## src/rtl/core/psmb_pkg.sv

```systemverilog
// ----------------------------------------------------------------------------
// Planar shift/mask blit package
// Shared types, constants and helpers for the planar shift/mask blit block.
// ----------------------------------------------------------------------------
package psmb_pkg;

   localparam int WORD_W         = 16;
   localparam int PLANES         = 4;
   localparam int MAX_GROUPS_DEF = 64;
   localparam int QUEUE_DEPTH    = 2;
   localparam int GPR_W          = 7;
   localparam int PCNT_W         = 3;
   localparam int SHIFT_W        = 4;
   localparam int CSR_INDEX_W    = 3;

   typedef logic [WORD_W-1:0] word_type;

   typedef enum logic {
      CMD_LOAD    = 1'b0,
      CMD_COMBINE = 1'b1
   } cmd_type;

   typedef enum logic [CSR_INDEX_W-1:0] {
      REG_LEFT_EDGE_MASK     = 3'd0,
      REG_RIGHT_EDGE_MASK    = 3'd1,
      REG_SHIFT_AMOUNT       = 3'd2,
      REG_GROUPS_PER_ROW     = 3'd3,
      REG_KEY_ENABLE         = 3'd4,
      REG_PLANE_COUNT        = 3'd5,
      REG_KEEP_UPDATE_ENABLE = 3'd6
   } csr_index_type;

   typedef struct packed {
      word_type              left_edge_mask;
      word_type              right_edge_mask;
      logic [SHIFT_W-1:0]    shift_amount;
      logic [GPR_W-1:0]      groups_per_row;
      logic                  key_enable;
      logic [PCNT_W-1:0]     plane_count;
      logic                  keep_update_enable;
   } cfg_type;

   localparam cfg_type CFG_RESET = '{
      left_edge_mask:     16'hFFFF,
      right_edge_mask:    16'hFFFF,
      shift_amount:       4'd0,
      groups_per_row:     7'd1,
      key_enable:         1'b0,
      plane_count:        3'd4,
      keep_update_enable: 1'b0
   };

   typedef struct packed {
      logic     cmd;
      word_type src_plane0;
      word_type src_plane1;
      word_type src_plane2;
      word_type src_plane3;
      word_type src_key;
      word_type dst_plane0;
      word_type dst_plane1;
      word_type dst_plane2;
      word_type dst_plane3;
      word_type dst_keep;
   } req_type;

   typedef struct packed {
      word_type out_plane0;
      word_type out_plane1;
      word_type out_plane2;
      word_type out_plane3;
      word_type out_keep;
      logic     row_end;
   } rsp_type;

   // One classified combine item as it travels from the front to the back.
   typedef struct packed {
      word_type [PLANES-1:0] src;
      word_type              vis;
      word_type [PLANES-1:0] dst;
      word_type              dst_keep;
      logic                  last;
   } work_type;

   // Upper word of the 32-bit window {hi, lo} shifted left by sh.
   function automatic word_type funnel(word_type hi, word_type lo,
                                       logic [SHIFT_W-1:0] sh);
      logic [2*WORD_W-1:0] win;
      win = {hi, lo} << sh;
      return win[2*WORD_W-1:WORD_W];
   endfunction

endpackage

```

## src/rtl/core/planar_shift_mask_blit_top.sv

```systemverilog
// ----------------------------------------------------------------------------
// Planar shift/mask blit
// One row of a four-plane interleaved bitplane blit, one 16-pixel group per
// item, with source shift, edge masks, source keying and keep-word update.
// ----------------------------------------------------------------------------
// The block takes one item per clock while the queue is not full, and gives
// one result item per combine item; a load item only primes the source window
// and restarts the row, and gives no result. An accepted combine item is
// written into the queue, then into the output register that drives rsp_data
// once the result side is not stalled. The rate is set by the front's window
// and group counter, which update once per item; a two-entry queue and an
// output register let the input side keep accepting while a result waits to
// be popped. Configuration registers must be written through the csr port
// only while no item is in flight; the user must see to this, the block does
// not. They take effect for the next item. Rows are cut at MAX_GROUPS groups.
// ----------------------------------------------------------------------------
module planar_shift_mask_blit_top #(
   parameter int MAX_GROUPS = psmb_pkg::MAX_GROUPS_DEF
) (
   input  logic                                     clock,
   input  logic                                     reset,
   input  logic                                     push,
   output logic                                     full,
   input  psmb_pkg::req_type                        req_data,
   output logic                                     empty,
   input  logic                                     pop,
   output psmb_pkg::rsp_type                        rsp_data,
   input  logic                                     csr_we,
   input  logic [psmb_pkg::CSR_INDEX_W-1:0]         csr_index,
   input  psmb_pkg::word_type                       csr_wdata
);
   import psmb_pkg::*;

   // Configuration registers, in the order of their indexes.
   cfg_type  cfg_ff, cfg_in;

   logic     accept;
   logic     work_push;
   work_type work_in;
   work_type work_head;
   logic     work_pop;
   logic     work_empty;
   logic     rsp_valid;

   always_comb begin
      cfg_in = cfg_ff;
      if (csr_we) begin
         case (csr_index_type'(csr_index))
            REG_LEFT_EDGE_MASK:     cfg_in.left_edge_mask     = csr_wdata;
            REG_RIGHT_EDGE_MASK:    cfg_in.right_edge_mask    = csr_wdata;
            REG_SHIFT_AMOUNT:       cfg_in.shift_amount       = csr_wdata[SHIFT_W-1:0];
            REG_GROUPS_PER_ROW:     cfg_in.groups_per_row     = csr_wdata[GPR_W-1:0];
            REG_KEY_ENABLE:         cfg_in.key_enable         = csr_wdata[0];
            REG_PLANE_COUNT:        cfg_in.plane_count        = csr_wdata[PCNT_W-1:0];
            REG_KEEP_UPDATE_ENABLE: cfg_in.keep_update_enable = csr_wdata[0];
            default:                cfg_in = cfg_ff;
         endcase
      end
   end

   always_ff @(posedge clock) begin
      if (reset) begin
         cfg_ff <= CFG_RESET;
      end else begin
         cfg_ff <= cfg_in;
      end
   end

   // The queue's full flag throttles every item, loads included, so that
   // the window never runs ahead of an item that could not be queued.
   assign accept = push && !full;

   psmb_front #(
      .MAX_GROUPS (MAX_GROUPS)
   ) u_front (
      .clock     (clock),
      .reset     (reset),
      .cfg       (cfg_ff),
      .accept    (accept),
      .req       (req_data),
      .work_push (work_push),
      .work      (work_in)
   );

   psmb_queue #(
      .DEPTH (QUEUE_DEPTH)
   ) u_queue (
      .clock     (clock),
      .reset     (reset),
      .push      (work_push),
      .push_data (work_in),
      .pop       (work_pop),
      .head_data (work_head),
      .full      (full),
      .empty     (work_empty)
   );

   psmb_back u_back (
      .clock      (clock),
      .reset      (reset),
      .cfg        (cfg_ff),
      .work_empty (work_empty),
      .work       (work_head),
      .work_pop   (work_pop),
      .rsp_valid  (rsp_valid),
      .rsp        (rsp_data),
      .rsp_taken  (pop)
   );

   assign empty = !rsp_valid;

   a_shift_write: assert property (@(posedge clock) disable iff (reset)
      (csr_we && (csr_index == REG_SHIFT_AMOUNT))
         |=> (cfg_ff.shift_amount == $past(csr_wdata[SHIFT_W-1:0])))
      else $error("shift register write lost");

   a_result_held: assert property (@(posedge clock) disable iff (reset)
      (!empty && !pop) |=> (!empty && $stable(rsp_data)))
      else $error("waiting result item changed before it was popped");

endmodule

```

## src/rtl/core/psmb_queue.sv

```systemverilog
// ----------------------------------------------------------------------------
// Planar shift/mask blit work queue
// Short first-in first-out queue of classified items between front and back.
// ----------------------------------------------------------------------------
module psmb_queue #(
   parameter int DEPTH = psmb_pkg::QUEUE_DEPTH
) (
   input  logic               clock,
   input  logic               reset,
   input  logic               push,
   input  psmb_pkg::work_type push_data,
   input  logic               pop,
   output psmb_pkg::work_type head_data,
   output logic               full,
   output logic               empty
);
   import psmb_pkg::*;

   localparam int PW = (DEPTH > 1) ? $clog2(DEPTH) : 1;
   localparam int CW = $clog2(DEPTH + 1);

   work_type        mem_ff [DEPTH];
   logic [PW-1:0]   wr_ptr_ff, wr_ptr_in;
   logic [PW-1:0]   rd_ptr_ff, rd_ptr_in;
   logic [CW-1:0]   count_ff, count_in;
   logic            do_push, do_pop;

   assign full      = (count_ff == CW'(DEPTH));
   assign empty     = (count_ff == '0);
   assign do_push   = push && !full;
   assign do_pop    = pop && !empty;
   assign head_data = mem_ff[rd_ptr_ff];

   always_comb begin
      wr_ptr_in = wr_ptr_ff;
      rd_ptr_in = rd_ptr_ff;
      count_in  = count_ff;
      if (do_push) begin
         wr_ptr_in = (wr_ptr_ff == PW'(DEPTH - 1)) ? '0 : wr_ptr_ff + 1'b1;
      end
      if (do_pop) begin
         rd_ptr_in = (rd_ptr_ff == PW'(DEPTH - 1)) ? '0 : rd_ptr_ff + 1'b1;
      end
      if (do_push && !do_pop) begin
         count_in = count_ff + 1'b1;
      end else if (do_pop && !do_push) begin
         count_in = count_ff - 1'b1;
      end
   end

   always_ff @(posedge clock) begin
      if (reset) begin
         wr_ptr_ff <= '0;
         rd_ptr_ff <= '0;
         count_ff  <= '0;
      end else begin
         wr_ptr_ff <= wr_ptr_in;
         rd_ptr_ff <= rd_ptr_in;
         count_ff  <= count_in;
      end
   end

   always_ff @(posedge clock) begin
      if (do_push) begin
         mem_ff[wr_ptr_ff] <= push_data;
      end
   end

   a_count_bound: assert property (@(posedge clock) disable iff (reset)
      count_ff <= CW'(DEPTH))
      else $error("queue count beyond depth");

   a_no_overflow: assert property (@(posedge clock) disable iff (reset)
      !(push && full))
      else $error("push into full queue");

endmodule

```

## src/rtl/core/psmb_front.sv

```systemverilog
// ----------------------------------------------------------------------------
// Planar shift/mask blit front
// Accepts items, keeps the source window and group position, and turns each
// combine item into aligned source words and a visibility mask.
// ----------------------------------------------------------------------------
module psmb_front #(
   parameter int MAX_GROUPS = psmb_pkg::MAX_GROUPS_DEF
) (
   input  logic               clock,
   input  logic               reset,
   input  psmb_pkg::cfg_type  cfg,
   input  logic               accept,
   input  psmb_pkg::req_type  req,
   output logic               work_push,
   output psmb_pkg::work_type work
);
   import psmb_pkg::*;

   localparam int IW = (MAX_GROUPS > 1) ? $clog2(MAX_GROUPS) : 1;
   localparam int CW = $clog2(MAX_GROUPS + 1);
   localparam int WW = (CW > GPR_W) ? CW : GPR_W;

   word_type [PLANES-1:0] prev_src_ff, prev_src_in;
   word_type              prev_key_ff, prev_key_in;
   logic [IW-1:0]         idx_ff, idx_in;

   word_type [PLANES-1:0] src_word;
   word_type [PLANES-1:0] dst_word;
   logic [WW-1:0]         gpr_ext;
   logic [CW-1:0]         ng;
   logic [CW:0]           idx_next;
   logic                  last;
   logic                  is_load;
   word_type              vis;

   assign src_word = {req.src_plane3, req.src_plane2, req.src_plane1, req.src_plane0};
   assign dst_word = {req.dst_plane3, req.dst_plane2, req.dst_plane1, req.dst_plane0};
   assign is_load  = (req.cmd == CMD_LOAD);

   // Row length, with zero taken as one and large values saturated.
   always_comb begin
      gpr_ext = WW'(cfg.groups_per_row);
      if (gpr_ext == '0) begin
         ng = CW'(1);
      end else if (gpr_ext > WW'(MAX_GROUPS)) begin
         ng = CW'(MAX_GROUPS);
      end else begin
         ng = CW'(gpr_ext);
      end
   end

   assign idx_next = (CW + 1)'(idx_ff) + 1'b1;
   assign last     = (idx_next >= (CW + 1)'(ng));

   always_comb begin
      vis = '1;
      if (idx_ff == '0) begin
         vis = vis & cfg.left_edge_mask;
      end
      if (last) begin
         vis = vis & cfg.right_edge_mask;
      end
      if (cfg.key_enable) begin
         vis = vis & ~funnel(prev_key_ff, req.src_key, cfg.shift_amount);
      end
   end

   always_comb begin
      for (int p = 0; p < PLANES; p++) begin
         work.src[p] = funnel(prev_src_ff[p], src_word[p], cfg.shift_amount);
      end
      work.vis      = vis;
      work.dst      = dst_word;
      work.dst_keep = req.dst_keep;
      work.last     = last;
   end

   assign work_push = accept && !is_load;

   always_comb begin
      prev_src_in = prev_src_ff;
      prev_key_in = prev_key_ff;
      idx_in      = idx_ff;
      if (accept) begin
         prev_src_in = src_word;
         prev_key_in = req.src_key;
         if (is_load || last) begin
            idx_in = '0;
         end else begin
            idx_in = IW'(idx_next);
         end
      end
   end

   always_ff @(posedge clock) begin
      if (reset) begin
         prev_src_ff <= '0;
         prev_key_ff <= '0;
         idx_ff      <= '0;
      end else begin
         prev_src_ff <= prev_src_in;
         prev_key_ff <= prev_key_in;
         idx_ff      <= idx_in;
      end
   end

   a_load_restarts_row: assert property (@(posedge clock) disable iff (reset)
      (accept && is_load) |=> (idx_ff == '0))
      else $error("load did not restart the row");

endmodule

```

## src/rtl/core/psmb_back.sv

```systemverilog
// ----------------------------------------------------------------------------
// Planar shift/mask blit back
// Merges queued items into the destination planes and holds the result item.
// ----------------------------------------------------------------------------
module psmb_back (
   input  logic               clock,
   input  logic               reset,
   input  psmb_pkg::cfg_type  cfg,
   input  logic               work_empty,
   input  psmb_pkg::work_type work,
   output logic               work_pop,
   output logic               rsp_valid,
   output psmb_pkg::rsp_type  rsp,
   input  logic               rsp_taken
);
   import psmb_pkg::*;

   logic                  valid_ff, valid_in;
   rsp_type               rsp_ff, rsp_in;
   word_type [PLANES-1:0] merged;
   word_type              keep;

   assign keep     = ~work.vis;
   assign work_pop = !work_empty && (!valid_ff || rsp_taken);

   always_comb begin
      for (int p = 0; p < PLANES; p++) begin
         if (PCNT_W'(p) < cfg.plane_count) begin
            merged[p] = (work.dst[p] & keep) | (work.src[p] & work.vis);
         end else begin
            merged[p] = work.dst[p];
         end
      end
      rsp_in.out_plane0 = merged[0];
      rsp_in.out_plane1 = merged[1];
      rsp_in.out_plane2 = merged[2];
      rsp_in.out_plane3 = merged[3];
      rsp_in.out_keep   = cfg.keep_update_enable ? (work.dst_keep & keep) : work.dst_keep;
      rsp_in.row_end    = work.last;
   end

   always_comb begin
      valid_in = valid_ff;
      if (work_pop) begin
         valid_in = 1'b1;
      end else if (rsp_taken) begin
         valid_in = 1'b0;
      end
   end

   always_ff @(posedge clock) begin
      if (reset) begin
         valid_ff <= 1'b0;
      end else begin
         valid_ff <= valid_in;
      end
   end

   always_ff @(posedge clock) begin
      if (work_pop) begin
         rsp_ff <= rsp_in;
      end
   end

   assign rsp_valid = valid_ff;
   assign rsp       = rsp_ff;

endmodule
```

## config.mk

```make
export PLATFORM = sky130hd
export DESIGN_NAME = planar_shift_mask_blit_top
export DESIGN_NICKNAME = d
export VERILOG_FILES = /design/src/rtl/core/psmb_pkg.sv /design/src/rtl/core/planar_shift_mask_blit_top.sv /design/src/rtl/core/psmb_queue.sv /design/src/rtl/core/psmb_front.sv /design/src/rtl/core/psmb_back.sv
export SDC_FILE = /design/constraint.sdc
export NUM_CORES = 1
export LEC_CHECK = 0
export BUFFER_PORTS_ARGS = -buffer_cell sky130_fd_sc_hd__buf_2
export CAP_MARGIN = 0
export CORE_ASPECT_RATIO = 1.75
export CORE_UTILIZATION = 50
export CTS_BUF_LIST = sky130_fd_sc_hd__clkbuf_8
export CTS_CLUSTER_DIAMETER = 60
export DETAILED_ROUTE_END_ITERATION = 12
export PLACE_DENSITY = 0.7
export SLEW_MARGIN = 20
export SYNTH_ARGS = -nofsm -noshare
export SYNTH_HDL_FRONTEND = slang
export SYNTH_SLANG_ARGS = --single-unit
```

## constraint.sdc

```tcl
create_clock -name clock -period 13 [get_ports clock]
set_clock_uncertainty 0.2 [all_clocks]
set_input_delay 2.6 -clock clock [delete_from_list [all_inputs] [get_ports clock]]
set_output_delay 2.6 -clock clock [all_outputs]
set_load 0.03 [all_outputs]
```

# Yosys cells after proc, flatten, opt, wreduce, memory -nomap -nowiden
# Memories as Yosys holds them, arrays and structs flattened. A register that Yosys moved wholly into a read port is not among the register bits.
# Index checks and enable logic that the tools add are counted.
totals:
  ramBits: 322
  word_cells: 113
  memories: 1
  in_bits: 185
  register_bits: 220
memory_table:
  columns: ["name", "words", "width", "read_ports", "rd_clocked_by_memory_dff", "write_ports", "line", "rtl"]
  rows:
  - ["u_queue.mem_ff", 2, 161, 1, 1, 1, "psmb_queue.sv:22", "work_type mem_ff [DEPTH];"]
op_classes:
  magnitude_cmp: 6
  eq_ne: 7
  n_addsub: 5
  reduce_logical: 27
  mux: 21
  shifts: 5
  bitwise_logic: 18
op_table:
  columns: ["cell", "n"]
  rows:
  - ["16-bit bitwise AND", 11]
  - ["32-bit by 4-bit << shifter with 32-bit output", 5]
  - ["16-bit two-way mux", 8]
  - ["16-bit bitwise OR", 4]
  - ["16-bit inverter", 2]
  - ["7-bit two-way mux", 2]
  - ["2-bit AND reduction", 7]
  - ["3-bit equality test, second input constant", 3]
  - ["8-bit by 7-bit greater-or-equal comparator with 1-bit output", 1]
  - ["1-bit two-way mux", 8]
  - ["6-bit by 1-bit adder with 7-bit output, second input constant", 1]
  - ["7-bit > comparator, second input constant", 1]
  - ["1-bit logical AND", 7]
  - ["7-bit zero test", 1]
  - ["3-bit by 2-bit equality test with 1-bit output, second input constant", 2]
  - ["6-bit zero test", 1]
  - ["1-bit by 3-bit < comparator with 1-bit output, first input constant", 2]
  - ["2-bit by 3-bit < comparator with 1-bit output, first input constant", 2]
  - ["6-bit two-way mux", 1]
  - ["1-bit zero test", 5]
  - ["2-bit two-way mux", 2]
  - ["2-bit nonzero test", 2]
  - ["3-bit by 1-bit equality test with 1-bit output, second input constant", 1]
  - ["3-bit zero test", 1]
  - ["7 further kinds", 9]

# Depth between registers and ports, before layout
logic_depth:
  word_depth: 9
  mapped_depth: 11
  ltp_nobuf: 9

# Cells and area by module
# From an unflattened synthesis, not the netlist that was laid out.
unflattened:
  cells_unflattened: 2124
  hier_area_um2: 27672.8
modules_own_cells:
  columns: ["mod", "seq_area_each_um2", "area_each_um2", "n_inst", "cells_each"]
  rows:
  - ["psmb_queue", 9769.4, 12196.7, 1, 526]
  - ["psmb_front", 1721.7, 9694.3, 1, 1145]
  - ["psmb_back", 2452.4, 3848.7, 1, 262]
  - ["planar_shift_mask_blit_top", 960.9, 1933.1, 1, 191]

# Least setup slack after synthesis
# Ideal clock, no wire load.
synth_timing:
  path_kind: "input -> register"
  start: "input port push"
  end: "memory u_queue.mem_ff[0][0] (netlist bit) (enable)"
  path_slack_ns: 2.325
  cell_stages: 5
  path_buffers: 2
  setup_time_ns: 0.684
  arrival_ns: 9.791
  required_ns: 12.116
  cell_sequence: "and2_1 -> buf_2 -> buf_2 -> nand2_1 -> nor2_1"
synth_via:
  elab_chain_cells: 5
synth_lines:
  columns: ["element", "line", "rtl"]
  rows:
  - ["from (decl)", "planar_shift_mask_blit_top.sv:22", "input logic push,"]
  - ["1-bit logical AND", "planar_shift_mask_blit_top.sv:71", "assign accept = push && !full;"]
  - ["1-bit logical AND", "psmb_front.sv:78", "assign work_push = accept && !is_load;"]
  - ["1-bit logical AND", "psmb_queue.sv:30", "assign do_push = push && !full;"]
  - ["1-bit two-way mux", "psmb_queue.sv:64", "if (do_push) begin"]
  - ["1-bit two-way mux (implied by the code)", "psmb_queue.sv:65", "mem_ff[wr_ptr_ff] <= push_data;"]
  - ["to (decl)", "psmb_queue.sv:22", null]
# Every way passes these cells.

# Worst setup path after layout
layout_timing:
  start: "input port push"
  end: "memory u_queue.mem_ff[1][30] (netlist bit) (enable)"
# The elaborated chain is that of the path after synthesis.

==> metrics.md <==
| Metric | Value |
|---|---|
| Fmax achieved | `~180 MHz` |
| Vias per std cell | `~5.9` |
| Fin. Hold Viols | `0` |
| Initial antenna violation count | `14` |
| Port bufs | `around 270` |
| CTS sink count | `around 540` |
| Number of global-route vias before repair | `about 17000` |
| CP Max Fanout | `78` |
| Final instance area | `~29000 sq um` |
| Setup Crit Path Kind | `in -> reg` |
| LEAKAGE | `approximately 0.010 uW` |
| Floorplan core area | `around 50000 sq um` |
| First-pass GRT wire length | `a little under 100 mm` |
| Maximum Capacitance Violations | `0` |
| Post-CTS setup buffers | `0` |
| Placer Congestion | `between 0.9 and 1` |
| Initial drt markers | `roughly 1300` |
| Worst-path cell chain | `buf_2 -> and2_2 -> buf_4 -> and3_4 -> buf_4 -> buf_4` |
| Initial core utilization | `between 50% and 60%` |
| Worst-Skew Late Latency | `between 0.6 and 0.7 ns` |
| CP arrival | `5.46 ns` |
| Slew HR | `between 20% and 30%` |
| Post-synth EDFFs | `between 400 and 500` |
| DRC viols | `0` |
| DP Worst Slack | `approximately 7 ns` |
| Worst Setup Start Kind | `input pin` |
| Grt total ovfl | `0` |
| Die area | `slightly above 50000 sq um` |
| Worst path bufs/invs | `4` |
| Final ANT Viol Nets | `0` |
| Post-synthesis sequential area ratio | `around three fifths` |
| Area Growth Syn to Fin | `12.2%` |
| Synth cell types | `54` |
| Cts repair resizes | `0` |
| CP most frequent cell | `buf_4` |
| Rows | `about 110` |
| Top Family by Delay on Critical Path | `buffers and inverters` |
| Via count | `17216` |
| Worst VDD drop | `roughly 98 uV` |
| Mapped Cells | `1988` |
| # fillers | `4147` |
| Power Dens Cells | `around 160 nW/um^2` |
| Nets | `~2400` |
| Mapped cell area | `~25000 sq um` |
| Shortest period the worst path allows | `5.41 ns` |
| Mean post-synth cell area | `about 13 sq um` |
| Period Utilization, post-route | `about two fifths` |
| Slowest cell on crit path | `buf_4` |
| RSZ-0062 raised after global routing | `no` |
| Detailed Route WL | `66.2 mm` |
| First-pass DRT Iterations | `5` |
| Worst path max stage delay | `just under 0.9 ns` |
| Final setup margin | `7.59 ns` |
| I/O pin total | `around 270` |
| Synth area leader | `edfxtp_1` |
| Wire per inst | `about 23 um` |
| Share of cells above drive strength 1 | `a little over a quarter` |
| Post-Syn Nets | `between 2000 and 2500` |
| All-layer global routing usage | `around a quarter` |
| Area of the multi-input gates | `a little under 10000 sq um` |
| Min-Delay Path Class | `reg -> reg` |
| Share of the synthesized area in the top cell type | `a little under half` |
| Final Max Slew Viols | `0` |
| Asr flop ratio synth | `0%` |
| Post-DP Area | `approximately 27000 sq um` |
| Die H | `300 um` |
| H-tree Lvls | `3` |
| CP Capture Type | `register` |
| Final setup viols | `0` |
| Synth Flop Type | `edfxtp_1` |
| CP required | `13.06 ns` |
| Hold buffer count at cts | `0` |
| Synth top area cells | `edfxtp_1 48%, mux4_2 12%, dfxtp_1 11%` |
| Synthesis Warnings | `0` |
| Chip Width | `173 um` |
| CTS Buf Count | `between 70 and 80` |
| Flip-flop and latch count after synthesis | `543` |
| Clk slew on worst S/H paths | `around 0.07 ns` |
| Worst Tran Pin Value | `around 1.1 ns` |
| Largest net degree at the start of global routing | `roughly 160` |
| CTS tree | `yes` |
| Clock Root Buffer | `clkbuf_8` |
| TNS Setup | `0 ns` |
| DP Wirelength | `approximately 48 mm` |
| Sequential cell area | `around 15000 sq um` |
| Outcome | `finished clean` |
| Max Root-Sink Buffers | `3` |
sequential cells by signal (all words and copies together) (netlist names), named ones only:
name                 cells
cfg_ff                  48
u_back.rsp              81
u_back.rsp_valid         1
u_front.idx_ff           6
u_front.prev_key_ff     16
u_front.prev_src_ff     64
u_queue.count_ff         2
u_queue.mem_ff         322
u_queue.rd_ptr_ff        1
u_queue.wr_ptr_ff        1
cells in the mapped netlist (2+ instances only):
cell type  number
o22ai_1        19
o21ai_0        28
and2_1          5
buf_1          18
nor2b_1        11
nor3_1          9
mux4_2        137
ha_1           10
mux2i_2         3
xor2_1          5
buf_2          37
a2111oi_0       4
nor2_1        125
and3_1         17
clkbuf_1       61
o21a_1         19
buf_6           7
mux2i_1       141
a22oi_1         7
nand2b_1        7
o221ai_1        8
nand3_1        42
dfxtp_1       140
xnor2_1         3
nor4_1          2
buf_4          15
nand4_1         3
o221a_2         3
a21oi_1       139
inv_1          12
a31oi_1        24
edfxtp_1      403
o211ai_1       14
a311oi_1        4
mux2_2         57
nand2_1       419
a211oi_1       13
where the power goes:
part	leakage, uW	internal, uW	switching (uW)
sequential	0.00486	2190	130
combinational	0.00448	395	721
clock	0.000795	597	648
per-layer routing:
layer  up-vias  global-route usage [%]  routed length [um]
met2       602                    45.9               34600
met1      8556                    29.9               25600
met4        14                    9.59                2070
met5         -                       0                  95
met3       125                    4.47                3900
li1       7919                       -                   -
cells in the final DEF, fill, tap and decap left out, types with 24 or more instances in the layout:
cell	instances
a21oi_1	139
a31oi_1	24
buf_2	266
clkbuf_8	76
dfxtp_1	135
edfxtp_1	403
inv_1	30
mux2_2	57
mux2i_1	141
mux4_2	137
nand2_1	418
nand3_1	42
nor2_1	123
o21ai_0	28
cells by family (layout without fill, tap and decap cells):
family                     Yosys count  count (layout)  synth area share [%]
and+or+nand+nor                    646             646                  10.4
DFF                                543             543                  58.6
muxes                              340             340                  20.5
AOI/OAI and AO/OA                  290             290                  6.90
buffers and inverters              151             432                  2.88
adders and majority gates           10              10                 0.492
xor gates and xnor gates             8               8                 0.275
other                                0               5                     0
through the flow:
step / cells / util [%] / power (uW) / hold WS [ns]
6_report: 2940 / 56.7 / 4680 / 0.259
5_1_grt: 2938 / 56.7 / 4870 / 0.286
4_1_cts: 2935 / 56.7 / 4720 / 0.258
3_5_place_dp: 2803 / 53.9 / 3480 / 0.249
3_3_place_gp: 2803 / 53.9 / 3450 / 0.244
2_1_floorplan: 1988 / - / 3120 / 0.233
worst reg2reg max path, stage by stage (launching register included):
cell     delay [ns]
dfxtp_4        0.63
buf_4          0.80
buf_4          0.91
mux2_2         0.48
mux2i_1        0.18
o21ai_0        0.18
nand2_1        0.13
o21ai_0        0.26
cell type report:
cell class	count	share of cell area [%]
tap	666	2.92
clock buffer	76	3.67
multi-input combinational	1294	34.4
sequential	543	52.3
timing repair buffer	288	5.29
clock inverter	56	1.20
inverter	12	0.162
antenna	5	0.0439
worst paths after layout:
path | slack, ns | startpoint | end | cells past startpoint
hold / removal | 0.26 | u_front.prev_src_ff[15] | u_front.prev_src_ff[15] | 2
setup / recovery | 7.59 | push | u_queue.mem_ff[1][30] | 6
hold reg to reg | 0.26 | u_front.prev_src_ff[15] | u_front.prev_src_ff[15] | 2
setup reg to reg | 8.83 | cfg_ff[13] | u_queue.mem_ff[0][112] | 7
(Power assumes the default switching activity.)
